## src/hw/rtl/dstq_pkg.sv

```systemverilog
// ----------------------------------------------------------------------------
// dstq_pkg
// types, codes and helpers of the deadline sorted timeout queue
// ----------------------------------------------------------------------------
package dstq_pkg;

    localparam int DEF_QUEUE_DEPTH  = 16;
    localparam int DEF_CONN_ID_BITS = 12;
    localparam int MAX_RESULTS      = 16;
    localparam int POP_W            = $clog2(MAX_RESULTS + 1);
    localparam int TIME_W           = 32;
    localparam int TICKS_W          = 31;
    localparam int REQ_W            = 3;
    localparam int STATUS_W         = 2;

    typedef enum logic [REQ_W-1:0] {
        REQ_TICK      = 3'd0,
        REQ_TIME_WAIT = 3'd1,
        REQ_FIN_WAIT  = 3'd2,
        REQ_REMOVE    = 3'd3,
        REQ_REAP      = 3'd4
    } req_t;

    typedef enum logic [STATUS_W-1:0] {
        STATUS_OK        = 2'd0,
        STATUS_FULL      = 2'd1,
        STATUS_NOT_FOUND = 2'd2,
        STATUS_EMPTY     = 2'd3
    } status_t;

    typedef enum logic [0:0] {
        REG_TIME_WAIT = 1'b0,
        REG_FIN_WAIT  = 1'b1
    } reg_idx_t;

    typedef enum logic [1:0] {
        OP_HOLD,
        OP_POP,
        OP_DROP,
        OP_INSERT
    } cell_op_t;

    typedef enum logic [2:0] {
        S_IDLE,
        S_DROP,
        S_INSERT,
        S_REMOVE,
        S_REAP,
        S_TICK,
        S_NOP
    } state_t;

    typedef struct packed {
        cell_op_t           op;
        logic [TIME_W-1:0]  deadline;
    } cell_ctl_t;

    // wrapping compare: a is at or after b
    function automatic logic at_or_after(input logic [TIME_W-1:0] a,
                                         input logic [TIME_W-1:0] b);
        logic [TIME_W-1:0] diff;
        diff = a - b;
        return ~diff[TIME_W-1];
    endfunction

endpackage

```

## src/hw/rtl/dstq_cell.sv

```systemverilog
// ----------------------------------------------------------------------------
// dstq_cell
// one slot of the sorted queue: holds a deadline and a connection and
// shifts toward either neighbor on drop, pop and insert
// ----------------------------------------------------------------------------
module dstq_cell
    import dstq_pkg::*;
#(
    parameter int CONN_ID_BITS = DEF_CONN_ID_BITS
)
(
    input  logic                    clk,
    input  cell_ctl_t               ctl,
    input  logic [CONN_ID_BITS-1:0] ctl_conn,
    input  logic                    occ,
    input  logic [TIME_W-1:0]       left_deadline,
    input  logic [CONN_ID_BITS-1:0] left_conn,
    input  logic                    left_suffix,
    input  logic [TIME_W-1:0]       right_deadline,
    input  logic [CONN_ID_BITS-1:0] right_conn,
    input  logic                    seen_in,
    output logic                    seen_out,
    input  logic                    suffix_in,
    output logic                    suffix_out,
    output logic [TIME_W-1:0]       deadline,
    output logic [CONN_ID_BITS-1:0] conn
);

    logic [TIME_W-1:0]       deadline_reg;
    logic [TIME_W-1:0]       deadline_next;
    logic [CONN_ID_BITS-1:0] conn_reg;
    logic [CONN_ID_BITS-1:0] conn_next;
    logic                    match;
    logic                    ge;

    assign match      = occ && (conn_reg == ctl_conn);
    assign seen_out   = seen_in | match;
    assign ge         = occ && at_or_after(ctl.deadline, deadline_reg);
    assign suffix_out = ge | suffix_in;

    always_comb
    begin
        deadline_next = deadline_reg;
        conn_next     = conn_reg;
        case (ctl.op)
            OP_HOLD:
            begin
            end
            OP_POP:
            begin
                deadline_next = right_deadline;
                conn_next     = right_conn;
            end
            OP_DROP:
            begin
                if (seen_out)
                begin
                    deadline_next = right_deadline;
                    conn_next     = right_conn;
                end
            end
            OP_INSERT:
            begin
                if (!suffix_out)
                begin
                    if (left_suffix)
                    begin
                        deadline_next = ctl.deadline;
                        conn_next     = ctl_conn;
                    end
                    else
                    begin
                        deadline_next = left_deadline;
                        conn_next     = left_conn;
                    end
                end
            end
            default:
            begin
            end
        endcase
    end

    always_ff @(posedge clk)
    begin
        deadline_reg <= deadline_next;
        conn_reg     <= conn_next;
    end

    assign deadline = deadline_reg;
    assign conn     = conn_reg;

endmodule

```

## src/hw/rtl/deadline_sorted_timeout_queue.sv

```systemverilog
// ----------------------------------------------------------------------------
// deadline_sorted_timeout_queue
// connection timeout queue kept in wrapping deadline order in a row of cells
// ----------------------------------------------------------------------------
//  channel   direction  fields
//  s_*       in         tuser: req_type; tdata: conn_id, now_time
//  m_*       out        tuser: conn_valid; tlast: last; tdata: out_conn_id,
//                       status, timer_armed, timer_deadline, queue_count
//  cfg_*     in         cfg_addr: register index; cfg_data: interval
//
//  after acceptance, remove, reap, unknown requests and a tick with nothing due take one pass,
//  enter requests a drop pass then an insert pass, a tick popping n entries one pass each
//  every pass is one shift of the whole cell row, one pass per cycle unless output stalls
//  results wait in one output register; a stalled output holds the row
//  reset empties the queue and clears both intervals; cell contents need none
// ----------------------------------------------------------------------------
module deadline_sorted_timeout_queue
    import dstq_pkg::*;
#(
    parameter int QUEUE_DEPTH  = DEF_QUEUE_DEPTH,
    parameter int CONN_ID_BITS = DEF_CONN_ID_BITS
)
(
    input  logic                  clk,
    input  logic                  rst_n,
    input  logic                  s_tvalid,
    output logic                  s_tready,
    input  logic [REQ_W-1:0]      s_tuser,   // req_type
    // conn_id, now_time
    input  logic [(((CONN_ID_BITS + TIME_W) + 7) / 8) * 8 - 1:0] s_tdata,
    output logic                  m_tvalid,
    input  logic                  m_tready,
    output logic                  m_tuser,   // conn_valid
    output logic                  m_tlast,
    // out_conn_id, status, timer_armed, timer_deadline, queue_count
    output logic [(((CONN_ID_BITS + STATUS_W + 1 + TIME_W + $clog2(QUEUE_DEPTH + 1))
                    + 7) / 8) * 8 - 1:0] m_tdata,
    input  logic                  cfg_valid,
    output logic                  cfg_ready,
    input  logic [0:0]            cfg_addr,
    input  logic [TICKS_W-1:0]    cfg_data
);

    localparam int CNT_W   = $clog2(QUEUE_DEPTH + 1);
    localparam int OUT_RAW = CONN_ID_BITS + STATUS_W + 1 + TIME_W + CNT_W;
    localparam int OUT_W   = ((OUT_RAW + 7) / 8) * 8;

    state_t                  state_reg, state_next;
    logic [CNT_W-1:0]        count_reg, count_next;
    logic [CONN_ID_BITS-1:0] req_conn_reg, req_conn_next;
    logic [TIME_W-1:0]       now_reg, now_next;
    logic [TIME_W-1:0]       new_dl_reg, new_dl_next;
    logic [POP_W-1:0]        pop_cnt_reg, pop_cnt_next;
    logic [TICKS_W-1:0]      time_wait_reg, fin_wait_reg;

    logic                    out_valid_reg, out_valid_next;
    logic [CONN_ID_BITS-1:0] out_conn_reg;
    logic                    out_flag_reg;
    logic                    out_last_reg;
    logic [STATUS_W-1:0]     out_status_reg;
    logic                    out_armed_reg;
    logic [TIME_W-1:0]       out_deadline_reg;
    logic [CNT_W-1:0]        out_count_reg;

    logic                    emit;
    logic [CONN_ID_BITS-1:0] e_conn;
    logic                    e_flag;
    logic                    e_last;
    status_t                 e_status;
    logic [CNT_W-1:0]        e_cnt;
    logic [TIME_W-1:0]       e_head;

    cell_ctl_t               ctl;
    cell_op_t                ctl_op;
    logic                    slot_free;
    logic                    pop_cond;
    logic                    next_cond;
    logic                    found;
    logic [REQ_W-1:0]        in_req;
    logic [CONN_ID_BITS-1:0] in_conn;
    logic [TIME_W-1:0]       in_now;

    logic [TIME_W-1:0]       cell_deadline [QUEUE_DEPTH];
    logic [CONN_ID_BITS-1:0] cell_conn     [QUEUE_DEPTH];
    logic [QUEUE_DEPTH-1:0]  occ;
    logic [QUEUE_DEPTH:0]    seen_chain;
    logic [QUEUE_DEPTH:0]    suffix_chain;

    assign in_req  = s_tuser;
    assign in_conn = s_tdata[CONN_ID_BITS-1:0];
    assign in_now  = s_tdata[CONN_ID_BITS +: TIME_W];

    assign seen_chain[0]            = 1'b0;
    assign suffix_chain[QUEUE_DEPTH] = 1'b0;
    assign ctl                      = {ctl_op, new_dl_reg};

    genvar k;
    generate
        for (k = 0; k < QUEUE_DEPTH; k++)
        begin : g_cell
            logic [TIME_W-1:0]       l_dl, r_dl;
            logic [CONN_ID_BITS-1:0] l_c, r_c;
            logic                    l_suf;

            assign occ[k] = (CNT_W'(k) < count_reg);

            if (k == 0)
            begin : g_head
                assign l_dl  = '0;
                assign l_c   = '0;
                assign l_suf = 1'b1;
            end
            else
            begin : g_body
                assign l_dl  = cell_deadline[k-1];
                assign l_c   = cell_conn[k-1];
                assign l_suf = suffix_chain[k-1];
            end

            if (k == QUEUE_DEPTH - 1)
            begin : g_tail
                assign r_dl = '0;
                assign r_c  = '0;
            end
            else
            begin : g_mid
                assign r_dl = cell_deadline[k+1];
                assign r_c  = cell_conn[k+1];
            end

            dstq_cell #(
                .CONN_ID_BITS (CONN_ID_BITS)
            ) u_cell (
                .clk            (clk),
                .ctl            (ctl),
                .ctl_conn       (req_conn_reg),
                .occ            (occ[k]),
                .left_deadline  (l_dl),
                .left_conn      (l_c),
                .left_suffix    (l_suf),
                .right_deadline (r_dl),
                .right_conn     (r_c),
                .seen_in        (seen_chain[k]),
                .seen_out       (seen_chain[k+1]),
                .suffix_in      (suffix_chain[k+1]),
                .suffix_out     (suffix_chain[k]),
                .deadline       (cell_deadline[k]),
                .conn           (cell_conn[k])
            );
        end
    endgenerate

    assign found     = seen_chain[QUEUE_DEPTH];
    assign slot_free = !out_valid_reg || m_tready;
    assign pop_cond  = (count_reg != '0) && (pop_cnt_reg < POP_W'(MAX_RESULTS))
                       && at_or_after(now_reg, cell_deadline[0]);
    assign next_cond = (count_reg > CNT_W'(1))
                       && ((pop_cnt_reg + POP_W'(1)) < POP_W'(MAX_RESULTS))
                       && at_or_after(now_reg, cell_deadline[1]);

    always_comb
    begin
        state_next    = state_reg;
        count_next    = count_reg;
        req_conn_next = req_conn_reg;
        now_next      = now_reg;
        new_dl_next   = new_dl_reg;
        pop_cnt_next  = pop_cnt_reg;
        ctl_op        = OP_HOLD;
        s_tready      = 1'b0;
        emit          = 1'b0;
        e_conn        = '0;
        e_flag        = 1'b0;
        e_last        = 1'b1;
        e_status      = STATUS_OK;
        e_cnt         = count_reg;
        e_head        = cell_deadline[0];
        case (state_reg)
            S_IDLE:
            begin
                s_tready = 1'b1;
                if (s_tvalid)
                begin
                    req_conn_next = in_conn;
                    now_next      = in_now;
                    pop_cnt_next  = '0;
                    if (in_req == REQ_FIN_WAIT)
                        new_dl_next = in_now + {1'b0, fin_wait_reg};
                    else
                        new_dl_next = in_now + {1'b0, time_wait_reg};
                    case (in_req)
                        REQ_TICK:      state_next = S_TICK;
                        REQ_TIME_WAIT: state_next = S_DROP;
                        REQ_FIN_WAIT:  state_next = S_DROP;
                        REQ_REMOVE:    state_next = S_REMOVE;
                        REQ_REAP:      state_next = S_REAP;
                        default:       state_next = S_NOP;
                    endcase
                end
            end
            S_DROP:
            begin
                ctl_op = OP_DROP;
                if (found)
                    count_next = count_reg - CNT_W'(1);
                state_next = S_INSERT;
            end
            S_INSERT:
            begin
                if (slot_free)
                begin
                    emit       = 1'b1;
                    state_next = S_IDLE;
                    if (count_reg == CNT_W'(QUEUE_DEPTH))
                        e_status = STATUS_FULL;
                    else
                    begin
                        ctl_op     = OP_INSERT;
                        count_next = count_reg + CNT_W'(1);
                        e_cnt      = count_reg + CNT_W'(1);
                        e_head     = suffix_chain[0] ? cell_deadline[0] : new_dl_reg;
                    end
                end
            end
            S_REMOVE:
            begin
                if (slot_free)
                begin
                    emit       = 1'b1;
                    state_next = S_IDLE;
                    if (found)
                    begin
                        ctl_op     = OP_DROP;
                        count_next = count_reg - CNT_W'(1);
                        e_cnt      = count_reg - CNT_W'(1);
                        e_head     = seen_chain[1] ? cell_deadline[1] : cell_deadline[0];
                    end
                    else
                        e_status = STATUS_NOT_FOUND;
                end
            end
            S_REAP:
            begin
                if (slot_free)
                begin
                    emit       = 1'b1;
                    state_next = S_IDLE;
                    if (count_reg != '0)
                    begin
                        ctl_op     = OP_POP;
                        count_next = count_reg - CNT_W'(1);
                        e_cnt      = count_reg - CNT_W'(1);
                        e_head     = cell_deadline[1];
                        e_conn     = cell_conn[0];
                        e_flag     = 1'b1;
                    end
                    else
                        e_status = STATUS_EMPTY;
                end
            end
            S_TICK:
            begin
                if (slot_free)
                begin
                    emit = 1'b1;
                    if (pop_cond)
                    begin
                        ctl_op       = OP_POP;
                        count_next   = count_reg - CNT_W'(1);
                        pop_cnt_next = pop_cnt_reg + POP_W'(1);
                        e_cnt        = count_reg - CNT_W'(1);
                        e_head       = cell_deadline[1];
                        e_conn       = cell_conn[0];
                        e_flag       = 1'b1;
                        e_last       = !next_cond;
                        if (!next_cond)
                            state_next = S_IDLE;
                    end
                    else
                        state_next = S_IDLE;
                end
            end
            S_NOP:
            begin
                if (slot_free)
                begin
                    emit       = 1'b1;
                    state_next = S_IDLE;
                end
            end
            default:
            begin
                state_next = S_IDLE;
            end
        endcase
    end

    always_comb
    begin
        out_valid_next = out_valid_reg;
        if (emit)
            out_valid_next = 1'b1;
        else if (m_tready)
            out_valid_next = 1'b0;
    end

    always_ff @(posedge clk or negedge rst_n)
    begin
        if (!rst_n)
        begin
            state_reg     <= S_IDLE;
            count_reg     <= '0;
            out_valid_reg <= 1'b0;
            time_wait_reg <= '0;
            fin_wait_reg  <= '0;
        end
        else
        begin
            state_reg     <= state_next;
            count_reg     <= count_next;
            out_valid_reg <= out_valid_next;
            if (cfg_valid)
            begin
                case (cfg_addr)
                    REG_TIME_WAIT: time_wait_reg <= cfg_data;
                    REG_FIN_WAIT:  fin_wait_reg  <= cfg_data;
                    default:
                    begin
                    end
                endcase
            end
        end
    end

    always_ff @(posedge clk)
    begin
        req_conn_reg <= req_conn_next;
        now_reg      <= now_next;
        new_dl_reg   <= new_dl_next;
        pop_cnt_reg  <= pop_cnt_next;
        if (emit)
        begin
            out_conn_reg     <= e_conn;
            out_flag_reg     <= e_flag;
            out_last_reg     <= e_last;
            out_status_reg   <= e_status;
            out_armed_reg    <= (e_cnt != '0);
            out_deadline_reg <= (e_cnt != '0) ? e_head : '0;
            out_count_reg    <= e_cnt;
        end
    end

    assign cfg_ready = 1'b1;
    assign m_tvalid  = out_valid_reg;
    assign m_tuser   = out_flag_reg;
    assign m_tlast   = out_last_reg;
    assign m_tdata   = OUT_W'({out_count_reg, out_deadline_reg, out_armed_reg,
                               out_status_reg, out_conn_reg});

endmodule

```

## config.mk

```make
export PLATFORM = sky130hd
export DESIGN_NAME = deadline_sorted_timeout_queue
export DESIGN_NICKNAME = d
export VERILOG_FILES = /design/src/hw/rtl/dstq_pkg.sv /design/src/hw/rtl/dstq_cell.sv /design/src/hw/rtl/deadline_sorted_timeout_queue.sv
export SDC_FILE = /design/constraint.sdc
export NUM_CORES = 2
export LEC_CHECK = 0
export ABC_CLOCK_PERIOD_IN_PS = 8400
export BUFFER_PORTS_ARGS = -buffer_cell sky130_fd_sc_hd__buf_2
export CAP_MARGIN = 20
export CORE_UTILIZATION = 40
export CTS_CLUSTER_SIZE = 25
export DETAILED_ROUTE_END_ITERATION = 8
export GPL_TIMING_DRIVEN = 0
export RECOVER_POWER = 50
export REMOVE_ABC_BUFFERS = 1
export SLEW_MARGIN = 20
export SYNTH_ARGS = -nofsm -noshare
export SYNTH_HDL_FRONTEND = slang
export SYNTH_SLANG_ARGS = --single-unit
```

## constraint.sdc

```tcl
create_clock -name clk -period 8.4 [get_ports clk]
set_input_delay 0.84 -clock clk [delete_from_list [all_inputs] [get_ports clk]]
set_output_delay 0.84 -clock clk [all_outputs]
set_load 0.02 [all_outputs]
```

Word-level counts from Yosys, hierarchy flattened
Index checks and enable logic that the tools add are counted.
- add/sub/neg operators: 23
- $lt $le $gt $ge: 19
- equality and inequality tests: 67
- mux-type cells: 188
- bitwise gates (word level): 49
- reductions and logical operators: 72
- operator list (operator ; count):
    $mux W32 ; 56
    $pmux W32 S3 ; 16
    $mux W12 ; 51
    $pmux W12 S3 ; 16
    $sub A32 B32 Y32 ; 18
    $eq A12 B12 Y1 ; 16
    $pmux W32 S4 ; 1
    $add A32 B31 Y32 ; 2
    $mux W5 ; 11
    $reduce_and A3 Y1 ; 17
    $lt A4 B5 Y1 const A ; 8
    $ne A2 B2 Y1 const B ; 20
    $logic_and A1 B1 Y1 ; 36
    $ne A2 B1 Y1 const B ; 16
    $or A1 B1 Y1 ; 30
    $pmux W5 S5 ; 1
    $pmux W12 S2 ; 1
    $pmux W3 S4 ; 2
    $lt A3 B5 Y1 const A ; 4
    $pmux W5 S4 ; 1
    $not A1 Y1 ; 19
    $mux W2 ; 8
    $mux W1 ; 15
    $mux W3 ; 5
    28 further kinds ; 48
- register bits: 910
- input port bits: 88
- output and inout bits: 61
- logic and storage cells: 466

Longest topological paths before layout
- depth after elaboration: 23
- depth in mapped cells: 19
- gate-level depth less buffers: 16

Cells and area by module
From an unflattened synthesis, not the netlist that was laid out.
- cells, all modules: 6318
- area, all modules: 63419.6 µm²
- modules (own cells, without submodules) (module ; instances ; cells an instance ; area an instance (µm²) ; seq. area each (µm²)):
    dstq_cell at g_cell[0].u_cell ... ; 13 ; 321 ; 3171.8 ; 1321.3
    deadline_sorted_timeout_queue ; 1 ; 1140 ; 12565.8 ; 5830.6
    dstq_cell at g_cell[7].u_cell ... ; 3 ; 335 ; 3206.8 ; 1321.3

Least setup slack after synthesis
Ideal clock, no wire load.
- path kind: reg-to-reg
- from: reg new_dl_reg[30]
- to: reg g_cell[1].u_cell.conn_reg[0], enable pin
- setup time: 512 ps
- arrival time: 7060 ps
- required time: 7888 ps
- path slack: 829 ps
- stages on the path, launching flop included: 17
- path buffers: 3
- period minus slack after synthesis: 7571 ps
- path through: edfxtp_1 -> ha_1 -> nand4_1 -> nor3_1 -> a221oi_2 -> nand2_1 -> mux2_1 -> or4b_1 -> nor4b_2 -> nand2_2 -> nor3_2 -> buf_4 -> and3_1 -> buf_6 -> buf_4 -> nor2_1 -> a211oi_1
- longest elaborated chain between the ends: 19
- elaborated cells between the ends (all ways): 61
- those cells by class: add/sub (15); eq/ne (1); bitwise (29); reduce/logical (16)
- ends and longest elaborated chain (item ; RTL line ; text):
    start, declared ; deadline_sorted_timeout_queue.sv:52 ; logic [TIME_W-1:0] new_dl_reg, new_dl_next;
    start signal, assigned ; deadline_sorted_timeout_queue.sv:339 ; new_dl_reg <= new_dl_next;
    $sub A32 B32 Y32 ; dstq_pkg.sv:62 ; diff = a - b;
    $not A1 Y1 ; dstq_pkg.sv:63 ; return ~diff[TIME_W-1];
    $logic_and A1 B1 Y1 ; dstq_cell.sv:38 ; assign ge = occ && at_or_after(ctl.deadline, deadline_reg);
    $or A1 B1 Y1 (13 in a row) ; dstq_cell.sv:39 ; assign suffix_out = ge | suffix_in;
    $or A1 B1 Y1 (*) ; dstq_cell.sv:39 ;
    $ne A2 B2 Y1 (no line) (*) ; -- ;
    $reduce_and A3 Y1 (no line) (*) ; -- ;
    end signal, assigned ; dstq_cell.sv:87 ; conn_reg <= conn_next;
    end, declared ; dstq_cell.sv:31 ; logic [CONN_ID_BITS-1:0] conn_reg;
Mark *: on every way between the ends. The rest lies on a longest branch, timed or not.
A chain may end at the register's enable or synchronous reset.

Final worst setup path
- from: reg g_cell[0].u_cell.deadline_reg[8]
- to: reg out_deadline_reg[22] (data pin)
- longest elaborated chain between the ends: 8
- elaborated cells between the ends (all ways): 17
- those cells by class: add/sub (2); mux (9); bitwise (3); reduce/logical (3)
- ends and longest elaborated chain (item ; RTL line ; text):
    start, declared ; dstq_cell.sv:29 ; logic [TIME_W-1:0] deadline_reg;
    start signal, assigned ; dstq_cell.sv:86 ; deadline_reg <= deadline_next;
    $sub A32 B32 Y32 ; dstq_pkg.sv:62 ;
    $not A1 Y1 ; dstq_pkg.sv:63 ;
    $logic_and A1 B1 Y1 ; dstq_cell.sv:38 ;
    $or A1 B1 Y1 ; dstq_cell.sv:39 ;
    $mux W32 ; -- ;
    $mux W32 ; deadline_sorted_timeout_queue.sv:214 ; if (count_reg == CNT_W'(QUEUE_DEPTH))
    $mux W32 ; deadline_sorted_timeout_queue.sv:210 ; if (slot_free)
    $pmux W32 S4 ; deadline_sorted_timeout_queue.sv:178 ; case (state_reg)
    end signal, assigned ; deadline_sorted_timeout_queue.sv:348 ; out_deadline_reg <= (e_cnt != '0) ? e_head : '0;
    end, declared ; deadline_sorted_timeout_queue.sv:62 ; logic [TIME_W-1:0] out_deadline_reg;
Several ways; a longest one is shown, not always the timed one.

==> run_results.csv <==
group,metric,value,unit
yosys,avgSynthCellArea,9.60,um2
cells_and_area,fillers,14800,
setup_path,cp_cell_sequence,"inv_1, ha_1, a21oi_1, o22ai_1, a2111oi_0, o31ai_1, a311o_1, a41oi_1, mux2_4, and2_0, a21oi_2, inv_1, a2111oi_0, o211ai_1, nor4_4, buf_4, buf_6, buf_6, a311oi_1",
setup_path,cpLargestDelayFamily,"compound AO/OA/AOI/OAI gates",
setup_path,cp.depth,19,
yosys,synth_top_area_share,39.6,%
yosys,synth.distinct_cells,83,
setup_path,startpoint_type,"flop",
yosys,netlist_instances,6626,
yosys,synth_top_area_cell,"edfxtp_1",
min_path,min_path_cells,1,
routing,antenna_left,0,
floorplanning,die_w,401,um
yosys,syn-cell-area,63600,um2
floorplanning,die_y,401,um
cells_and_area,multi_input_area,33100,um2
setup_path,critPathKind,"reg -> reg",
clock_network,clk_path_buf_depth,3,
global_routing,grt_pass1_wl,265000,um
yosys,synth-seq-cells,910,
placed_design,hpwl,127000,um
cells_and_area,largest_reg_flops,512,
yosys,ys.flop_type,"edfxtp_1",
setup_path,path_buf_inv,5,
global_routing,grt_overflow_total,0,
yosys,synthArstFlopShare,7.80,%
routing,detail_route.wl_per_cell,19.0,um
timing,finalHoldViolations,0,
routing,first_pass_iters,7,
routing,drt_iter0_drc,3762,
cells_and_area,fin_nets,7275,
floorplanning,start_util,40.5,%
yosys,synth_warnings,0,
timing,rsz0062_at_grt,"false",
floorplanning,core-area,157000,um2
status,violations,"max-capacitance violations, max-slew violations",
clock_network,clk_pin_slew,0.06,ns
timing,min_period,8.06,ns
setup_path,required,8.82,ns
cells_and_area,utilization,45.2,%
status,status,"complete, but fails checks",
clock_network,htreeDepth,3,
global_routing,grt_pass1_vias,48000,
timing,maxSlewHeadroom,-117,%
clock_network,cts-root-buf,"clkbuf_16",
placed_design,place_congestion,0.914,
global_routing,antenna_found_initial,3,
yosys,synth_edf_count,839,
yosys,synth_most_common_cell,"edfxtp_1",
cells_and_area,drive_gt1_share,7.44,%
clock_network,clk_latency,0.74,ns
global_routing,track_usage,20.2,%
timing,period_share,95.9,%
setup_path,worst-path-max-fanout,70,
clock_network,cts_tree,"built",
timing,fin_setup_tns,0,ns
floorplanning,ios,149,
yosys,synthTopCellsByCount,"edfxtp_1 (839), nand2_1 (808), o21ai_0 (776)",
clock_network,cts_made_buffers,106,
placed_design,io_buffers,139,
routing,vias_per_cell,5.50,
yosys,yosysSeqAreaShare,42.4,%
setup_path,arrival,8.47,ns
routing,routed-via-count,48100,
setup_path,cpPeakStageDelay,0.97,ns
cells_and_area,ff_latch_area,27000,um2
cells_and_area,final_area,71100,um2
cells_and_area,area_growth,11.7,%
routing,drc,0,
timing,fin_worst_skew,0.0384,ns
timing,tightest_slew,3.22,ns
setup_path,slowest_stage,"a2111oi_0",
yosys,ys_top_cells_by_area,"edfxtp_1 (40%), ha_1 (11%), mux2i_1 (9.5%), o21ai_0 (6.1%), nand2_1 (4.8%)",
setup_path,rr_worst_depth,19,
setup_path,crit_path_end_kind,"flop",
floorplanning,rows,145,
placed_design,place_area,68400,um2
timing,timing.fmax,124,MHz
run,cap_violations,13,
min_path,hp-class,"in -> reg",
timing,setup_violations,0,
routing,route.final.wire_length,166000,um
clock_network,cts_sinks,910,
floorplanning,die_area,161000,um2
global_routing,grt_max_degree,89,
timing,report.final.slew_viol_count,451,
layout make-up:
type                            instances  area share, %
Multi-Input combinational cell       4761           46.5
Sequential cell                       910           37.9
Timing Repair Buffer                  316           4.56
Clock buffer                          155           4.25
Tap cell                             2058           3.62
Inverter                              515           2.72
Clock inverter                         37          0.387
Antenna cell                            1        0.00352
path summary, 6_finish.rpt:
kind	startpoint	end	slack (ns)
hold reg to reg	fin_wait_reg[27]$_DFFE_PN0P_	fin_wait_reg[27]$_DFFE_PN0P_	0.50
setup reg to reg	g_cell[0].u_cell.deadline[8]$_DFFE_PP_	out_deadline_reg[22]$_SDFFCE_PN0P_	0.34
setup / recovery	g_cell[0].u_cell.deadline[8]$_DFFE_PP_	out_deadline_reg[22]$_SDFFCE_PN0P_	0.34
hold / removal	s_tdata[4]	req_conn_reg[4]$_DFFE_PP_	0.30
max in group asynchronous	rst_n	count_reg[4]$_DFFE_PN0P_	3.99
min in group asynchronous	rst_n	time_wait_reg[25]$_DFFE_PN0P_	0.80
per-stage QoR:
stage / setup WS [ns] / instances / hold slack (ns)
6_report: 0.344 / 8753 / 0.296
5_1_grt: 0.104 / 8752 / 0.272
4_1_cts: 0.231 / 8752 / 0.247
3_5_place_dp: 0.254 / 8559 / 0.487
3_3_place_gp: -47.91 / 8383 / 0.482
2_1_floorplan: -21.93 / 6186 / 0.474
per-layer routing:
metal	wire length, um	global-route usage, %	vias to the layer above	share of wire [%]
met3	8770	2.72	253	5.3
met1	76700	27.6	22900	46
met2	75800	32.8	1200	46
met4	5040	7.02	2	3.0
met5	8	0	-	0.0048
li1	-	-	23700	-
logic make-up after synthesis:
group / Yosys count / synth area share (%)
adder cells (fa/ha/maj): 577 / 11.4
XOR/XNOR: 256 / 3.52
flip-flops: 910 / 42.4
AND/OR/NAND/NOR: 1648 / 11.3
multiplexers: 702 / 11.2
buffers and inverters: 958 / 6.03
AO/OA/AOI/OAI: 1573 / 14.1
other: 2 / 0.0118
cells in the final DEF, fill, tap and decap left out, types with 39 or more instances in the layout:
master,count
xnor2_1,199
dfrtp_1,70
a21o_1,80
buf_8,58
nand4_1,115
mux2i_1,603
edfxtp_1,839
inv_1,512
o21ai_0,785
xor2_1,57
buf_2,48
a21oi_1,379
clkbuf_16,109
a211oi_1,39
clkbuf_1,149
nand3_1,103
nor2_1,400
mux2_2,94
nand2_1,803
ha_1,576
repair_timing:
item / CTS / global route
buffers inserted: 0 / 0
endpoints found under the hold margin: 18 / 0
resized for setup: 0 / 0
hold buffers: 1 / 0
Power is not shown: default switching activity piles up to over one toggle a cycle in this logic, so the estimate is an artifact.
